===== config.mk =====
export PLATFORM = sky130hd
export DESIGN_NAME = length_prefixed_deframer_top
export DESIGN_NICKNAME = d
export VERILOG_FILES = /design/src/design/lpd_pkg.sv /design/src/design/lpd_front.sv /design/src/design/lpd_queue.sv /design/src/design/lpd_back.sv /design/src/design/length_prefixed_deframer_top.sv
export SDC_FILE = /design/constraint.sdc
export NUM_CORES = 1
export LEC_CHECK = 0
export CAP_MARGIN = 10
export CORE_ASPECT_RATIO = 1.25
export CORE_UTILIZATION = 50
export CTS_CLUSTER_DIAMETER = 120
export CTS_CLUSTER_SIZE = 12
export DETAILED_ROUTE_END_ITERATION = 7
export DONT_BUFFER_PORTS = 1
export GPL_TIMING_DRIVEN = 0
export SLEW_MARGIN = 20
export SYNTH_ARGS = -nofsm -noshare
export SYNTH_HDL_FRONTEND = slang
export SYNTH_SLANG_ARGS = --single-unit

===== constraint.sdc =====
create_clock -name clk -period 7.1 [get_ports clk]
set_clock_uncertainty 0.2 [all_clocks]
set_input_delay 1.42 -clock clk [delete_from_list [all_inputs] [get_ports clk]]
set_output_delay 1.42 -clock clk [all_outputs]
set_load 0.02 [all_outputs]

===== src/design/lpd_pkg.sv =====
`timescale 1ns / 1ps
// ----------------------------------------------------------------------------
// lpd_pkg
// Shared types and codes for the length-prefixed deframer: queue entry layout,
// queue operation codes, result kind codes and the heartbeat pattern.
// ----------------------------------------------------------------------------
package lpd_pkg;

  localparam int unsigned BYTE_W    = 8;
  localparam int unsigned HB_LEN    = 9;
  localparam int unsigned BURST_W   = HB_LEN * BYTE_W;
  localparam int unsigned MAXLEN_W  = 25;
  localparam int unsigned LENGTH_W  = 32;
  localparam int unsigned BEAT_W    = 4;

  // Operation carried from the front to the back
  typedef enum logic [1:0] {
    OP_ECHO  = 2'd0,
    OP_HB    = 2'd1,
    OP_ERR   = 2'd2,
    OP_BURST = 2'd3
  } lpd_op_t;

  // Result kind codes as seen on the output
  localparam logic [1:0] KIND_ECHO = 2'd0;
  localparam logic [1:0] KIND_HB   = 2'd1;
  localparam logic [1:0] KIND_ERR  = 2'd2;

  // Input command codes
  localparam logic CMD_DATA  = 1'b0;
  localparam logic CMD_CLEAR = 1'b1;

  // Byte k of the pattern sits at bits [8k+7:8k]
  localparam logic [BURST_W-1:0] HB_PATTERN = {
    8'h74, 8'h61, 8'h65, 8'h62, 8'h74, 8'h72, 8'h61, 8'h65, 8'h68
  };

  localparam logic [BEAT_W-1:0] BURST_LAST_BEAT = BEAT_W'(HB_LEN - 1);

  typedef struct packed {
    lpd_op_t              op;
    logic                 last;
    logic [BURST_W-1:0]   data;
  } lpd_entry_t;

endpackage


===== src/design/lpd_front.sv =====
`timescale 1ns / 1ps
// ----------------------------------------------------------------------------
// lpd_front
// Accepts one item per cycle, tracks header and payload phases, holds the
// first bytes of a nine-byte payload and pushes one entry per result event.
// ----------------------------------------------------------------------------
module lpd_front (
  input  logic                               clk,
  input  logic                               rst,
  input  logic                               accept,
  input  logic                               command,
  input  logic [lpd_pkg::BYTE_W-1:0]         data_byte,
  input  logic                               cfg_we,
  input  logic [lpd_pkg::MAXLEN_W-1:0]       max_payload_length,
  output logic                               push,
  output lpd_pkg::lpd_entry_t                entry
);

  localparam logic [1:0] PH_HEADER  = 2'd0;
  localparam logic [1:0] PH_PAYLOAD = 2'd1;
  localparam logic [1:0] PH_CLOSED  = 2'd2;

  logic [1:0]                        phase;
  logic [1:0]                        header_count;
  logic [lpd_pkg::LENGTH_W-1:0]      length_value;
  logic [lpd_pkg::MAXLEN_W-1:0]      payload_left;
  logic [lpd_pkg::MAXLEN_W-1:0]      max_len;
  logic [lpd_pkg::BYTE_W-1:0]        hold_bytes [8];

  logic [lpd_pkg::LENGTH_W-1:0]      len_shift;
  logic                              bad_len;
  logic [lpd_pkg::MAXLEN_W-1:0]      left_dec;
  logic [3:0]                        hold_idx;
  logic                              is_nine;
  logic [lpd_pkg::BURST_W-1:0]       burst;
  logic                              data_in;

  assign data_in   = accept && (command == lpd_pkg::CMD_DATA);
  assign len_shift = {length_value[lpd_pkg::LENGTH_W-lpd_pkg::BYTE_W-1:0], data_byte};
  assign bad_len   = (len_shift == '0) ||
                     (len_shift > {{(lpd_pkg::LENGTH_W-lpd_pkg::MAXLEN_W){1'b0}}, max_len});
  assign left_dec  = payload_left - 1'b1;
  assign hold_idx  = 4'(4'd9 - payload_left[3:0]);
  assign is_nine   = (length_value == lpd_pkg::LENGTH_W'(lpd_pkg::HB_LEN));
  assign burst     = {data_byte, hold_bytes[7], hold_bytes[6], hold_bytes[5],
                      hold_bytes[4], hold_bytes[3], hold_bytes[2], hold_bytes[1],
                      hold_bytes[0]};

  always_comb begin
    push       = 1'b0;
    entry.op   = lpd_pkg::OP_ECHO;
    entry.last = 1'b1;
    entry.data = '0;
    if (data_in) begin
      unique case (phase)
        PH_CLOSED: begin
        end
        PH_PAYLOAD: begin
          if (is_nine) begin
            if (payload_left <= lpd_pkg::MAXLEN_W'(1)) begin
              push = 1'b1;
              if (burst == lpd_pkg::HB_PATTERN) begin
                entry.op = lpd_pkg::OP_HB;
              end else begin
                entry.op   = lpd_pkg::OP_BURST;
                entry.data = burst;
              end
            end
          end else begin
            push       = 1'b1;
            entry.op   = lpd_pkg::OP_ECHO;
            entry.last = (left_dec == '0);
            entry.data = lpd_pkg::BURST_W'(data_byte);
          end
        end
        default: begin
          if (header_count == 2'd3 && bad_len) begin
            push     = 1'b1;
            entry.op = lpd_pkg::OP_ERR;
          end
        end
      endcase
    end
  end

  always_ff @(posedge clk) begin
    if (rst) begin
      max_len <= lpd_pkg::MAXLEN_W'(65536);
    end else if (cfg_we) begin
      max_len <= max_payload_length;
    end
  end

  always_ff @(posedge clk) begin
    if (rst) begin
      phase        <= PH_HEADER;
      header_count <= '0;
      length_value <= '0;
      payload_left <= '0;
    end else if (accept && command == lpd_pkg::CMD_CLEAR) begin
      phase        <= PH_HEADER;
      header_count <= '0;
      length_value <= '0;
      payload_left <= '0;
    end else if (data_in) begin
      unique case (phase)
        PH_CLOSED: begin
        end
        PH_PAYLOAD: begin
          if (is_nine && payload_left > lpd_pkg::MAXLEN_W'(1)) begin
            payload_left <= left_dec;
          end else if (is_nine || left_dec == '0) begin
            // frame done, back to header
            payload_left <= '0;
            phase        <= PH_HEADER;
            length_value <= '0;
          end else begin
            payload_left <= left_dec;
          end
        end
        default: begin
          length_value <= len_shift;
          if (header_count != 2'd3) begin
            header_count <= header_count + 2'd1;
          end else begin
            header_count <= '0;
            if (bad_len) begin
              phase        <= PH_CLOSED;
              payload_left <= '0;
            end else begin
              phase        <= PH_PAYLOAD;
              payload_left <= len_shift[lpd_pkg::MAXLEN_W-1:0];
            end
          end
        end
      endcase
    end
  end

  // Capture the first eight bytes of a nine-byte payload
  always_ff @(posedge clk) begin
    if (data_in && phase == PH_PAYLOAD && is_nine &&
        payload_left > lpd_pkg::MAXLEN_W'(1) && !hold_idx[3]) begin
      hold_bytes[hold_idx[2:0]] <= data_byte;
    end
  end

endmodule


===== src/design/lpd_queue.sv =====
`timescale 1ns / 1ps
// ----------------------------------------------------------------------------
// lpd_queue
// Small first-in first-out queue of result entries between front and back.
// ----------------------------------------------------------------------------
module lpd_queue #(
  parameter int unsigned DEPTH = 4
) (
  input  logic                 clk,
  input  logic                 rst,
  input  logic                 push,
  input  lpd_pkg::lpd_entry_t  push_entry,
  input  logic                 pop,
  output logic                 full,
  output logic                 not_empty,
  output lpd_pkg::lpd_entry_t  head
);

  localparam int unsigned PTR_W = (DEPTH > 1) ? $clog2(DEPTH) : 1;
  localparam int unsigned CNT_W = $clog2(DEPTH + 1);

  lpd_pkg::lpd_entry_t  slots [DEPTH];
  logic [PTR_W-1:0]     wr_ptr;
  logic [PTR_W-1:0]     rd_ptr;
  logic [CNT_W-1:0]     count;

  assign full      = (count == CNT_W'(DEPTH));
  assign not_empty = (count != '0);
  assign head      = slots[rd_ptr];

  always_ff @(posedge clk) begin
    if (push) begin
      slots[wr_ptr] <= push_entry;
    end
  end

  always_ff @(posedge clk) begin
    if (rst) begin
      wr_ptr <= '0;
      rd_ptr <= '0;
      count  <= '0;
    end else begin
      if (push) begin
        wr_ptr <= (wr_ptr == PTR_W'(DEPTH - 1)) ? '0 : wr_ptr + 1'b1;
      end
      if (pop) begin
        rd_ptr <= (rd_ptr == PTR_W'(DEPTH - 1)) ? '0 : rd_ptr + 1'b1;
      end
      if (push && !pop) begin
        count <= count + 1'b1;
      end else if (pop && !push) begin
        count <= count - 1'b1;
      end
    end
  end

endmodule


===== src/design/lpd_back.sv =====
`timescale 1ns / 1ps
// ----------------------------------------------------------------------------
// lpd_back
// Drains queue entries into the output register, one result per cycle while
// out_stall is low, stepping through the nine bytes of a held-back burst.
// ----------------------------------------------------------------------------
module lpd_back (
  input  logic                         clk,
  input  logic                         rst,
  input  logic                         q_not_empty,
  input  lpd_pkg::lpd_entry_t          q_head,
  output logic                         q_pop,
  output logic                         out_valid,
  input  logic                         out_stall,
  output logic [1:0]                   kind,
  output logic [lpd_pkg::BYTE_W-1:0]   payload_byte,
  output logic                         last
);

  logic [lpd_pkg::BEAT_W-1:0]  beat;
  logic                        load;
  logic                        burst_mid;
  logic [lpd_pkg::BYTE_W-1:0]  burst_byte;

  assign load       = q_not_empty && (!out_valid || !out_stall);
  assign burst_mid  = (q_head.op == lpd_pkg::OP_BURST) && (beat != lpd_pkg::BURST_LAST_BEAT);
  assign q_pop      = load && !burst_mid;
  assign burst_byte = q_head.data[beat * lpd_pkg::BYTE_W +: lpd_pkg::BYTE_W];

  always_ff @(posedge clk) begin
    if (rst) begin
      out_valid <= 1'b0;
      beat      <= '0;
    end else begin
      if (load) begin
        out_valid <= 1'b1;
      end else if (!out_stall) begin
        out_valid <= 1'b0;
      end
      if (load) begin
        beat <= burst_mid ? beat + 1'b1 : '0;
      end
    end
  end

  always_ff @(posedge clk) begin
    if (load) begin
      unique case (q_head.op)
        lpd_pkg::OP_ECHO: begin
          kind         <= lpd_pkg::KIND_ECHO;
          payload_byte <= q_head.data[lpd_pkg::BYTE_W-1:0];
          last         <= q_head.last;
        end
        lpd_pkg::OP_BURST: begin
          kind         <= lpd_pkg::KIND_ECHO;
          payload_byte <= burst_byte;
          last         <= !burst_mid;
        end
        lpd_pkg::OP_HB: begin
          kind         <= lpd_pkg::KIND_HB;
          payload_byte <= '0;
          last         <= 1'b1;
        end
        default: begin
          kind         <= lpd_pkg::KIND_ERR;
          payload_byte <= '0;
          last         <= 1'b1;
        end
      endcase
    end
  end

endmodule


===== src/design/length_prefixed_deframer_top.sv =====
`timescale 1ns / 1ps
// ----------------------------------------------------------------------------
// length_prefixed_deframer_top
// Splits a byte stream into 4-byte big-endian length headers and payloads,
// echoes payload bytes, reports heartbeat frames and bad lengths.
// ----------------------------------------------------------------------------
//  channel  | handshake                   | payload
//  ---------+-----------------------------+----------------------------------
//  in       | in_valid / in_stall         | command, data_byte
//  out      | out_valid / out_stall       | kind, payload_byte, last
//  cfg      | cfg_we                      | max_payload_length
//
//  One input item per cycle while in_stall is low; the front finishes each byte
//  in its accept cycle. Results leave the output register one per cycle while
//  out_stall is low, so a nine-byte non-heartbeat frame gives nine results; the
//  entry queue absorbs that. Each result is queued, then registered at the output.
//  in_stall rises only when the entry queue is full (out_stall backs it up).
//  rst is synchronous; it clears state and sets the limit to 65536.
// ----------------------------------------------------------------------------
module length_prefixed_deframer_top #(
  parameter int unsigned QUEUE_DEPTH = 4
) (
  input  logic                               clk,
  input  logic                               rst,
  input  logic                               in_valid,
  output logic                               in_stall,
  input  logic                               command,
  input  logic [lpd_pkg::BYTE_W-1:0]         data_byte,
  output logic                               out_valid,
  input  logic                               out_stall,
  output logic [1:0]                         kind,
  output logic [lpd_pkg::BYTE_W-1:0]         payload_byte,
  output logic                               last,
  input  logic                               cfg_we,
  input  logic [lpd_pkg::MAXLEN_W-1:0]       max_payload_length
);

  logic                 accept;
  logic                 push;
  lpd_pkg::lpd_entry_t  push_entry;
  logic                 pop;
  logic                 q_full;
  logic                 q_not_empty;
  lpd_pkg::lpd_entry_t  q_head;

  assign in_stall = q_full;
  assign accept   = in_valid && !in_stall;

  lpd_front u_front (
    .clk                (clk),
    .rst                (rst),
    .accept             (accept),
    .command            (command),
    .data_byte          (data_byte),
    .cfg_we             (cfg_we),
    .max_payload_length (max_payload_length),
    .push               (push),
    .entry              (push_entry)
  );

  lpd_queue #(
    .DEPTH (QUEUE_DEPTH)
  ) u_queue (
    .clk        (clk),
    .rst        (rst),
    .push       (push),
    .push_entry (push_entry),
    .pop        (pop),
    .full       (q_full),
    .not_empty  (q_not_empty),
    .head       (q_head)
  );

  lpd_back u_back (
    .clk          (clk),
    .rst          (rst),
    .q_not_empty  (q_not_empty),
    .q_head       (q_head),
    .q_pop        (pop),
    .out_valid    (out_valid),
    .out_stall    (out_stall),
    .kind         (kind),
    .payload_byte (payload_byte),
    .last         (last)
  );

endmodule


==> results.ini, run 1 <==
[pwr]
leakage_nw=7.26
p_int_mw=4.41
swShare_pct=22.0
combinationalPowerShare_pct=6.6
p_seq_share_pct=54.2
p_switching_mw=1.25
power_density_nw_per_um2=256
clkPwrFrac_pct=39.2
ir_worst_vdd_v=0.000172

[global_route]
grt_use_met3_pct=2.78
grt_antenna_before_repair=0
grt_util_met2_pct=43.6
grt_pass1_wl_mm=72.2
grt_usage_pct=24.3
grt_max_degree=45
globalRouteOverflowTotal=0
grt.busiest_layer=met2
grt_use_met1_pct=30.1
grt_pass1_vias=11349

[hold_path]
hold_path_depth=1
holdPathEnd=u_front.length_value[30]
hold_class=reg -> reg
hold_path_startpoint=u_front.length_value[30]

[logic_synthesis]
ys_warn_count=0
syn_area_per_cell_um2=15.9
netlist_instances=1257
yosysSeqAreaShare_pct=66.5
synth_area_um2=20000
ys_ff_latch=475
synth_edf_count=375
synth_fp_nets=1339
ys_async_sr_fraction_pct=0
yosysUniqueCellTypes=80
synthFlopType=edfxtp_1

[sta]
slew_viol_final=0
period_share_pct=72.3
hold_viol=0
setup_ws_ns=1.97
setup_violations=0
worstMarginPinSlew_ns=0.974
slew_headroom_pct=34.9
fin_crit_ns=5.13
rsz0062_at_grt=no
max_freq_ghz=0.195

[floorplan]
fp.dieH_um=225
coreArea_um2=39200
initial_utilization_pct=50.9
die_w_um=181
rows=81
fp.dieArea_um2=40700
io_pins=52

[placement]
dp_cells=1761
place_congestion=0.940
numPortBuffers=0
place_hpwl_mm=33.0
dp_slack_ns=1.82

[layout]
final_cells=1842
final_common_cell=edfxtp_1
final_nets=1392
area_growth_pct=10.6
drive_above_1_share_pct=14.2
antenna_cells=0
layout_common_cells=edfxtp_1, dfxtp_1, mux4_2, nor2_1, and2_1

[clocking]
cts-root-buf=clkbuf_16
cts_sinks=475
cts.clk_slew.worst_paths_ns=0.06
post_cts_buffers=0
ctsHoldBuffers=0
clk_latency_ns=0.57
tritoncts=yes
cts_resized=0
numCtsBuffers=45
cts.htree.levels=2
cts.path.max_buffers=3

[route]
vias=11071
drt_iter0_drc=717
ant_nets=0
wl_mm=48.0
drcViolationCount=0
drt_pass1_iterations=4
routedWlPerCell_um=26.1
vias_per_cell=6.01

[setup_path]
cp_data_required_time_ns=7.39
ff2ff_path_depth=13
endpoint_kind=flop
reg2reg_slack_ns=1.97
startpoint_type=flop
critPathMaxFanout=10
cp_data_arrival_time_ns=5.42
criticalPathCategory=reg -> reg
r2r_end=u_queue.count[2]

[run]
drv_cap=0

[outcome]
status=complete, no violations

[critical path, cell delays in order, from the launching register on]
cell and delay, ns:
dfxtp_1 0.40, clkbuf_1 0.58, clkbuf_1 0.72, clkbuf_1 0.58, mux4_2 0.44, ha_1 0.25
a21boi_0 0.56, inv_1 0.26, ha_1 0.28, inv_1 0.08, fa_1 0.18, xor2_1 0.07
or3_1 0.31, a21oi_1 0.14
[worst max path at each step]
stage                             from                   end  slack (ns)  depth (start not counted)
after floorplan           data_byte[1]   u_queue.slots[0][0]        1.75                          8
after CTS                         flop      u_queue.count[2]        1.78                         13
after global routing              flop      u_queue.count[2]        1.74                         13
final                             flop      u_queue.count[2]        1.97                         13
after detailed placement          flop      u_queue.count[2]        1.82                         13
after global placement    data_byte[1]  u_queue.slots[0][19]       -0.27                          8
[power groups by stage]
stage | logic (mW) | registers, mW | clock network [mW]
after floorplan | 0.262 | 3.11 | 0
after global placement | 0.363 | 3.12 | 0
final | 0.371 | 3.06 | 2.22
after global routing | 0.403 | 3.07 | 2.35
after CTS | 0.378 | 3.06 | 2.26
after detailed placement | 0.376 | 3.12 | 0
[Yosys cell counts, types with 5 or more instances]
cell type / instances / area share [%]
edfxtp_1: 375 / 56
dfxtp_1: 100 / 10
mux4_2: 91 / 10
nor2_1: 72 / 1.4
and2_1: 70 / 2.2
inv_1: 53 / 1.0
a22o_1: 49 / 2.2
ha_1: 42 / 2.6
nand2_1: 39 / 0.73
mux2i_1: 37 / 1.9
clkbuf_1: 33 / 0.62
a21oi_1: 32 / 0.80
o21ai_0: 28 / 0.70
nor3_1: 18 / 0.45
nor4_1: 18 / 0.56
nand4_1: 17 / 0.53
buf_1: 11 / 0.21
o22ai_1: 11 / 0.34
xnor2_1: 10 / 0.44
buf_6: 9 / 0.51
nand3_1: 8 / 0.20
nor2b_1: 7 / 0.22
nor4b_1: 7 / 0.31
xor2_1: 7 / 0.31
a21o_1: 5 / 0.19
a2bb2oi_1: 5 / 0.22
a32o_1: 5 / 0.25
a32oi_1: 5 / 0.22
nor4bb_1: 5 / 0.25
[cell type report]
class                           count  area, µm²
Buffer                             61        328
Timing Repair Buffer                6        143
Clock inverter                      2       16.3
Fill cell                        3104      17200
Inverter                           54        203
Multi-Input combinational cell    667       6200
Sequential cell                   475      13300
Clock buffer                       79       1300
Tap cell                          498        623
[sequential cells by signal (all words and copies together) (netlist names), 3 cells and up, named ones only]
signal	flops
u_queue.count	3
u_front.max_len	25
u_back.payload_byte	8
u_front.hold_bytes	64
u_back.beat	4
u_front.length_value	32
u_front.payload_left	25
u_queue.slots	300
[per-stage QoR]
step / total power, mW / instance area [µm²] / utilization, % / hold slack, ns / setup TNS, ns
after floorplan: 3.38 / 20000 / - / 0.240 / 0
after global placement: 3.49 / 20600 / 52.5 / 0.255 / -73.36
after detailed placement: 3.50 / 20700 / 52.9 / 0.260 / 0
after CTS: 5.71 / 22100 / 56.3 / 0.276 / 0
after global routing: 5.82 / 22100 / 56.3 / 0.301 / 0
final: 5.65 / 22100 / 56.3 / 0.279 / 0
[layer usage]
layer	up-vias	wire length, µm
met5	-	0
met4	0	1610
met3	75	1870
li1	5055	-
met2	290	25100
met1	5651	19500
[logic make-up (layout without fill, tap and decap cells)]
logic type / count (synthesis) / after routing / synth area share [%]
DFF: 475 / 475 / 66.5
muxes: 128 / 128 / 12.1
adders and majority gates: 43 / 43 / 2.73
buffers and inverters: 115 / 202 / 2.64
xor gates and xnor gates: 17 / 17 / 0.746
and+or+nand+nor: 294 / 294 / 8.28
AOI/OAI and AO/OA: 185 / 185 / 7.02
Power figures use the tool's default switching activity.
==> inputs of run 2 (changes only) <==
==> constraint.sdc (replaced) <==
create_clock -name clk -period 5.2 [get_ports clk]
set_clock_uncertainty 0.2 [all_clocks]
set_input_delay 1.04 -clock clk [delete_from_list [all_inputs] [get_ports clk]]
set_output_delay 1.04 -clock clk [all_outputs]
set_load 0.02 [all_outputs]
==> run 2 against run 1 <==
Register-to-register slack got worse by 1.7 ns. Cell area about the same. Critical path type unchanged. Power rose by 37%. Global-route usage about the same. First-iteration DRC count rose by 5.4%. Sequential power grew 37%. Utilization about the same. Sequential cell count unchanged. Setup slack worse by 1.7 ns. Hold slack barely moved.
==> results.ini, run 2 (synthesis results as in run 1) <==
[floorplan]
initial_utilization_pct=50.9  ; unchanged
die_w_um=181  ; unchanged
io_pins=52  ; unchanged
coreArea_um2=39200  ; unchanged
rows=81  ; unchanged
fp.dieH_um=225  ; unchanged
fp.dieArea_um2=40700  ; unchanged

[setup_path]
critPathMaxFanout=10  ; unchanged
reg2reg_slack_ns=0.26  ; -1.71 ns
cp_slowest_cell=a21boi_0
crit_path_max_incr_delay_ns=0.61  ; -0.11 ns
r2r_end=u_queue.count[2]
startpoint_type=flop
crit_family=buffers and inverters
cp_data_required_time_ns=5.49  ; -1.90 ns
cp_data_arrival_time_ns=5.23  ; -0.19 ns
critPathBufInv=5  ; unchanged
cp_cell_sequence=clkbuf_1, clkbuf_2, clkbuf_1, mux4_2, ha_1, a21boi_0, inv_1, ha_1, inv_1, fa_1, xor2_1, or3_1, a21oi_1
criticalPathCategory=reg -> reg
ff2ff_path_depth=13  ; unchanged
endpoint_kind=flop

[layout]
multi_input_area_um2=6200  ; unchanged
regMostFlops=u_queue.slots
largest_reg_flops=300  ; unchanged
area_growth_pct=10.6  ; about the same
seqCellArea_um2=13300  ; unchanged
final_common_cell=edfxtp_1
drive_above_1_share_pct=14.3  ; +0.085 points
final_nets=1391  ; -0.072%
antenna_cells=0  ; unchanged
fin_area_um2=22100  ; about the same
fillers=3104  ; unchanged
layout_common_cells=edfxtp_1, dfxtp_1, mux4_2, nor2_1, and2_1

[pwr]
ir_worst_vdd_v=0.000236  ; +37%
power_mw=7.72  ; +37%
combinationalPowerShare_pct=6.5  ; about the same
p_seq_share_pct=54.2  ; about the same
power_density_nw_per_um2=350  ; +37%
leakage_nw=7.26  ; about the same
swShare_pct=22.1  ; about the same
p_switching_mw=1.70  ; +37%
p_int_mw=6.02  ; +37%
clkPwrFrac_pct=39.3  ; about the same

[clocking]
cts_sinks=475  ; unchanged
tritoncts=yes
ctsHoldBuffers=0  ; unchanged
cts-root-buf=clkbuf_16
cts.htree.levels=2  ; unchanged
cts.path.max_buffers=3  ; unchanged
numCtsBuffers=45  ; unchanged
clk_latency_ns=0.57  ; about the same
cts.clk_slew.worst_paths_ns=0.06  ; about the same

[sta]
slew_headroom_pct=35.1  ; +0.26 points
rsz0062_at_grt=no
period_share_pct=95.1  ; +23 points
holdWs_ns=0.279  ; -0.0000500 ns
worstMarginPinSlew_ns=0.973  ; -0.000355 ns
setup_violations=0  ; unchanged
setup_ws_ns=0.256  ; -1.71 ns
hold_viol=0  ; unchanged
max_freq_ghz=0.202  ; +3.8%
slew_viol_final=0  ; unchanged
fin_crit_ns=4.94  ; -0.187 ns
tns_ns=0  ; unchanged

[route]
ant_nets=0  ; unchanged
drt_pass1_iterations=5  ; +1
drcViolationCount=0  ; unchanged
routedWlPerCell_um=26.1  ; about the same
drt_iter0_drc=756  ; +5.4%
wl_mm=48.0  ; about the same
vias_per_cell=6.02  ; +0.21%
vias=11088  ; +0.15%

[hold_path]
hold_class=reg -> reg
hold_path_depth=1  ; unchanged
holdPathEnd=u_front.length_value[30]
hold_path_startpoint=u_front.length_value[30]

[placement]
place_hpwl_mm=33.0  ; unchanged
placed_cell_area_um2=20700  ; unchanged
place_congestion=0.940  ; unchanged
dp_slack_ns=-0.0831  ; -1.90 ns
numPortBuffers=0  ; unchanged

[global_route]
grt_pass1_wl_mm=72.1  ; about the same
grt_max_degree=45  ; unchanged
grt_antenna_before_repair=0  ; unchanged
grt_pass1_vias=11344  ; -0.044%
globalRouteOverflowTotal=0  ; unchanged
grt_usage_pct=24.3  ; about the same

[outcome]
status=complete, no violations

[run]
drv_cap=0  ; unchanged

-- run 2: cell types whose count changed in the layout (fill, tap and decap cells not counted) --
| cell | before | now |
|---|---|---|
| buf_1 | 8 | 7 |
| clkbuf_2 | 2 | 3 |
| clkbuf_1 | 65 | 64 |
-- run 2: per-stage QoR --
stage / std cells / utilization (%)
floorplan: 1257 / -
global placement: 1755 / 52.5
detailed placement: 1761 / 52.9
CTS: 1841 / 56.2
global route: 1841 / 56.3
finish: 1841 / 56.3
-- run 2: final cells by class --
cell class	instances	share of cell area (%)
Timing Repair Buffer	6	0.646
Sequential cell	475	60.1
Multi-Input combinational cell	667	28.1
Buffer	60	1.47
Clock inverter	2	0.0737
Clock buffer	79	5.87
Tap cell	498	2.82
Inverter	54	0.918
-- run 2: worst max path at each step --
stage	slack, ns	to	depth (start not counted)
floorplan	0.23	u_queue.slots[1][0]	8
global placement	-1.79	u_queue.slots[0][19]	8
detailed placement	-0.08	u_queue.count[2]	13
CTS	0.17	u_queue.count[2]	13
global route	0.10	u_queue.count[2]	13
finish	0.26	u_queue.count[2]	13
-- run 2: worst register-to-register path, delay by kind of cell, from the launching register on --
kind            cells  cell delay, ns
mux                 1            0.44
xor+xnor            1            0.07
compound gates      2            0.75
flops               1            0.40
fa+ha+maj           3            0.72
simple gates        1            0.31
buf+inv             5            1.99
-- run 2: repair_timing --
item	4_1_cts	5_1_grt
endpoints found under the setup margin	2	0
gates resized for setup	1	0
buffers inserted	0	0
-- run 2: power by group through the flow --
stage | logic (mW) | registers, mW | clock network, mW
floorplan | 0.358 | 4.25 | 0
global placement | 0.496 | 4.27 | 0
detailed placement | 0.514 | 4.27 | 0
CTS | 0.515 | 4.18 | 3.09
global route | 0.549 | 4.19 | 3.21
finish | 0.505 | 4.18 | 3.03
-- run 2: routing by layer --
| layer | vias up | part of all wire (%) | GRT usage, % |
|---|---|---|---|
| met4 | 0 | 3.3 | 9.21 |
| met3 | 74 | 3.8 | 2.65 |
| met5 | - | 0 | 0 |
| li1 | 5042 | - | - |
| met2 | 278 | 52 | 43.6 |
| met1 | 5694 | 41 | 30.2 |
==> inputs of run 3 (changes only) <==
--- a/config.mk
+++ b/config.mk
@@ -6,7 +6,7 @@
 export NUM_CORES = 1
 export LEC_CHECK = 0
 export CAP_MARGIN = 10
-export CORE_ASPECT_RATIO = 1.25
+export CORE_ASPECT_RATIO = 0.6
 export CORE_UTILIZATION = 50
 export CTS_CLUSTER_DIAMETER = 120
 export CTS_CLUSTER_SIZE = 12
==> run 3 against run 2 <==
Cell area down 0.19%. First-iteration DRC count up 70%. Sequential share of layout area up 0.12 points. Register-to-register slack better by 0.04 ns. Sequential power about the same. Sequential cell count unchanged. Routed wire length up 7.5%. Via count up 3.7%. Cell count up 0.33%. Global-route usage up 2.0 points. Setup slack better by 0.036 ns. Count of clock-buffer cells in the layout down 18. Largest cell class unchanged.
==> results.ini, run 3 (synthesis results as in run 1) <==
[layout]
regMostFlops=u_queue.slots
area_growth_pct=10.4
fin_area_um2=22000  ; -0.19%
final_nets=1391  ; unchanged
layout_common_cells=edfxtp_1, dfxtp_1, mux4_2, nor2_1, and2_1
drive_above_1_share_pct=14.3  ; +0.043 points
final_common_cell=edfxtp_1
largest_reg_flops=300  ; unchanged
antenna_cells=0  ; unchanged
fillers=3046  ; -1.9%

[pwr]
power_density_nw_per_um2=348  ; -0.48%
p_int_mw=5.96  ; -1.0%
combinationalPowerShare_pct=6.6  ; about the same
p_seq_share_pct=54.7  ; +0.5 points
clkPwrFrac_pct=38.7  ; -0.6 points
swShare_pct=22.3  ; +0.26 points
leakage_nw=7.23  ; -0.43%
ir_worst_vdd_v=0.000285  ; +21%
p_switching_mw=1.71  ; +0.49%

[clocking]
cts-root-buf=clkbuf_16
ctsHoldBuffers=0  ; unchanged
numCtsBuffers=45  ; unchanged
clk_latency_ns=0.56  ; about the same
cts_sinks=475  ; unchanged
cts_resized=0  ; -1
tritoncts=yes
post_cts_buffers=0  ; unchanged
cts.path.max_buffers=3  ; unchanged
cts.clk_slew.worst_paths_ns=0.07  ; about the same
cts.htree.levels=2  ; unchanged

[sta]
slew_headroom_pct=26.1  ; -9.0 points
period_share_pct=94.4  ; -0.69 points
tns_ns=0  ; unchanged
setup_ws_ns=0.292  ; +0.0357 ns
fin_crit_ns=4.91  ; -0.0357 ns
setup_violations=0  ; unchanged
max_freq_ghz=0.204  ; +0.73%
worstMarginPinSlew_ns=1.11  ; +0.133 ns
hold_viol=0  ; unchanged
rsz0062_at_grt=no
slew_viol_final=0  ; unchanged

[setup_path]
cp_cell_sequence=clkbuf_1, clkbuf_1, clkbuf_1, mux4_2, ha_1, a21boi_0, inv_1, ha_1, inv_1, fa_1, xor2_1, or3_1, a21oi_1
crit_path_max_incr_delay_ns=0.68  ; +0.07 ns
cp_data_required_time_ns=5.49  ; about the same
startpoint_type=flop
cpMostUsedCell=clkbuf_1
cp_slowest_cell=clkbuf_1
reg2reg_slack_ns=0.29  ; +0.04 ns
endpoint_kind=flop
cp_data_arrival_time_ns=5.20  ; -0.03 ns
critPathMaxFanout=10  ; unchanged
criticalPathCategory=reg -> reg

[global_route]
grt_pass1_vias=11211  ; -1.2%
globalRouteOverflowTotal=0  ; unchanged
grt_usage_pct=26.2  ; +2.0 points
grt_max_degree=44  ; -2.2%
grt_pass1_wl_mm=76.2  ; +5.6%
grt_antenna_before_repair=3  ; +3

[route]
drt_pass1_iterations=5  ; unchanged
drcViolationCount=0  ; unchanged
vias_per_cell=6.22  ; +3.3%
vias=11494  ; +3.7%
drt_iter0_drc=1283  ; +70%
ant_nets=0  ; unchanged
routedWlPerCell_um=27.9  ; +7.2%
wl_mm=51.6  ; +7.5%

[placement]
place_congestion=0.953  ; +1.3%
numPortBuffers=0  ; unchanged
dp_slack_ns=0.374  ; +0.457 ns
place_hpwl_mm=35.5  ; +7.4%
placed_cell_area_um2=20800  ; +0.11%

[floorplan]
die_w_um=260  ; +44%
rows=56  ; -31%
fp.dieArea_um2=40700  ; about the same
fp.dieH_um=157  ; -30%
coreArea_um2=39200  ; -0.14%
initial_utilization_pct=51.0  ; +0.070 points
io_pins=52  ; unchanged

[outcome]
status=complete, no violations

[hold_path]
hold_class=reg -> reg

[run]
drv_cap=0  ; unchanged

==> run 3: final cells by class <==
cell class | instances | area [µm²] | share of cell area, %
sequential | 475 | 13300 | 60.2
timing repair buffer | 5 | 130 | 0.591
clock buffer | 61 | 1230 | 5.58
tap | 522 | 653 | 2.97
clock inverter | 2 | 16.3 | 0.0738
multi-input combinational | 667 | 6210 | 28.2
inverter | 54 | 203 | 0.920
buffer | 61 | 327 | 1.48
==> run 3: worst paths after layout <==
check	start	endpoint	cells past startpoint
worst max-delay path	flop	u_queue.count[2]	13
worst min-delay path	u_front.header_count[1]	u_front.header_count[1]	2
worst max register to register	flop	u_queue.count[2]	13
worst min register to register	u_front.header_count[1]	u_front.header_count[1]	2
==> run 3: routing by layer <==
metal  GRT usage [%]  vias up  routed length [µm]
met5               0        -                   0
met4            5.57        0                 908
met3            8.16       60                6220
met2            33.4      509               20500
met1            42.7     5872               24000
li1                -     5053                   -
==> run 3: critical path: cells and delay by family, from the launching register on <==
kind	cells	cell delay, ns
flip-flops	1	0.37
XOR/XNOR	1	0.07
adder cells (fa/ha/maj)	3	0.67
AND/OR/NAND/NOR	1	0.31
AO/OA/AOI/OAI	2	0.49
buffers and inverters	5	2.25
multiplexers	1	0.45
==> run 3: power groups by stage <==
| stage | sequential [mW] | combinational, mW | clock (mW) |
|---|---|---|---|
| after detailed placement | 4.28 | 0.501 | 0 |
| final | 4.20 | 0.505 | 2.97 |
| after global placement | 4.28 | 0.491 | 0 |
| after global routing | 4.20 | 0.542 | 3.18 |
| after CTS | 4.20 | 0.502 | 3.02 |
| after floorplan | 4.25 | 0.358 | 0 |
==> run 3: metrics by stage <==
step                      utilization, %  std cells  power, mW  hold slack, ns
after global placement              52.6       1779       4.77           0.246
final                               56.2       1847       7.67           0.271
after floorplan                        -       1257       4.61           0.240
after global routing                56.2       1847       7.92           0.294
after detailed placement            53.0       1784       4.78           0.257
after CTS                           56.2       1847       7.72           0.266
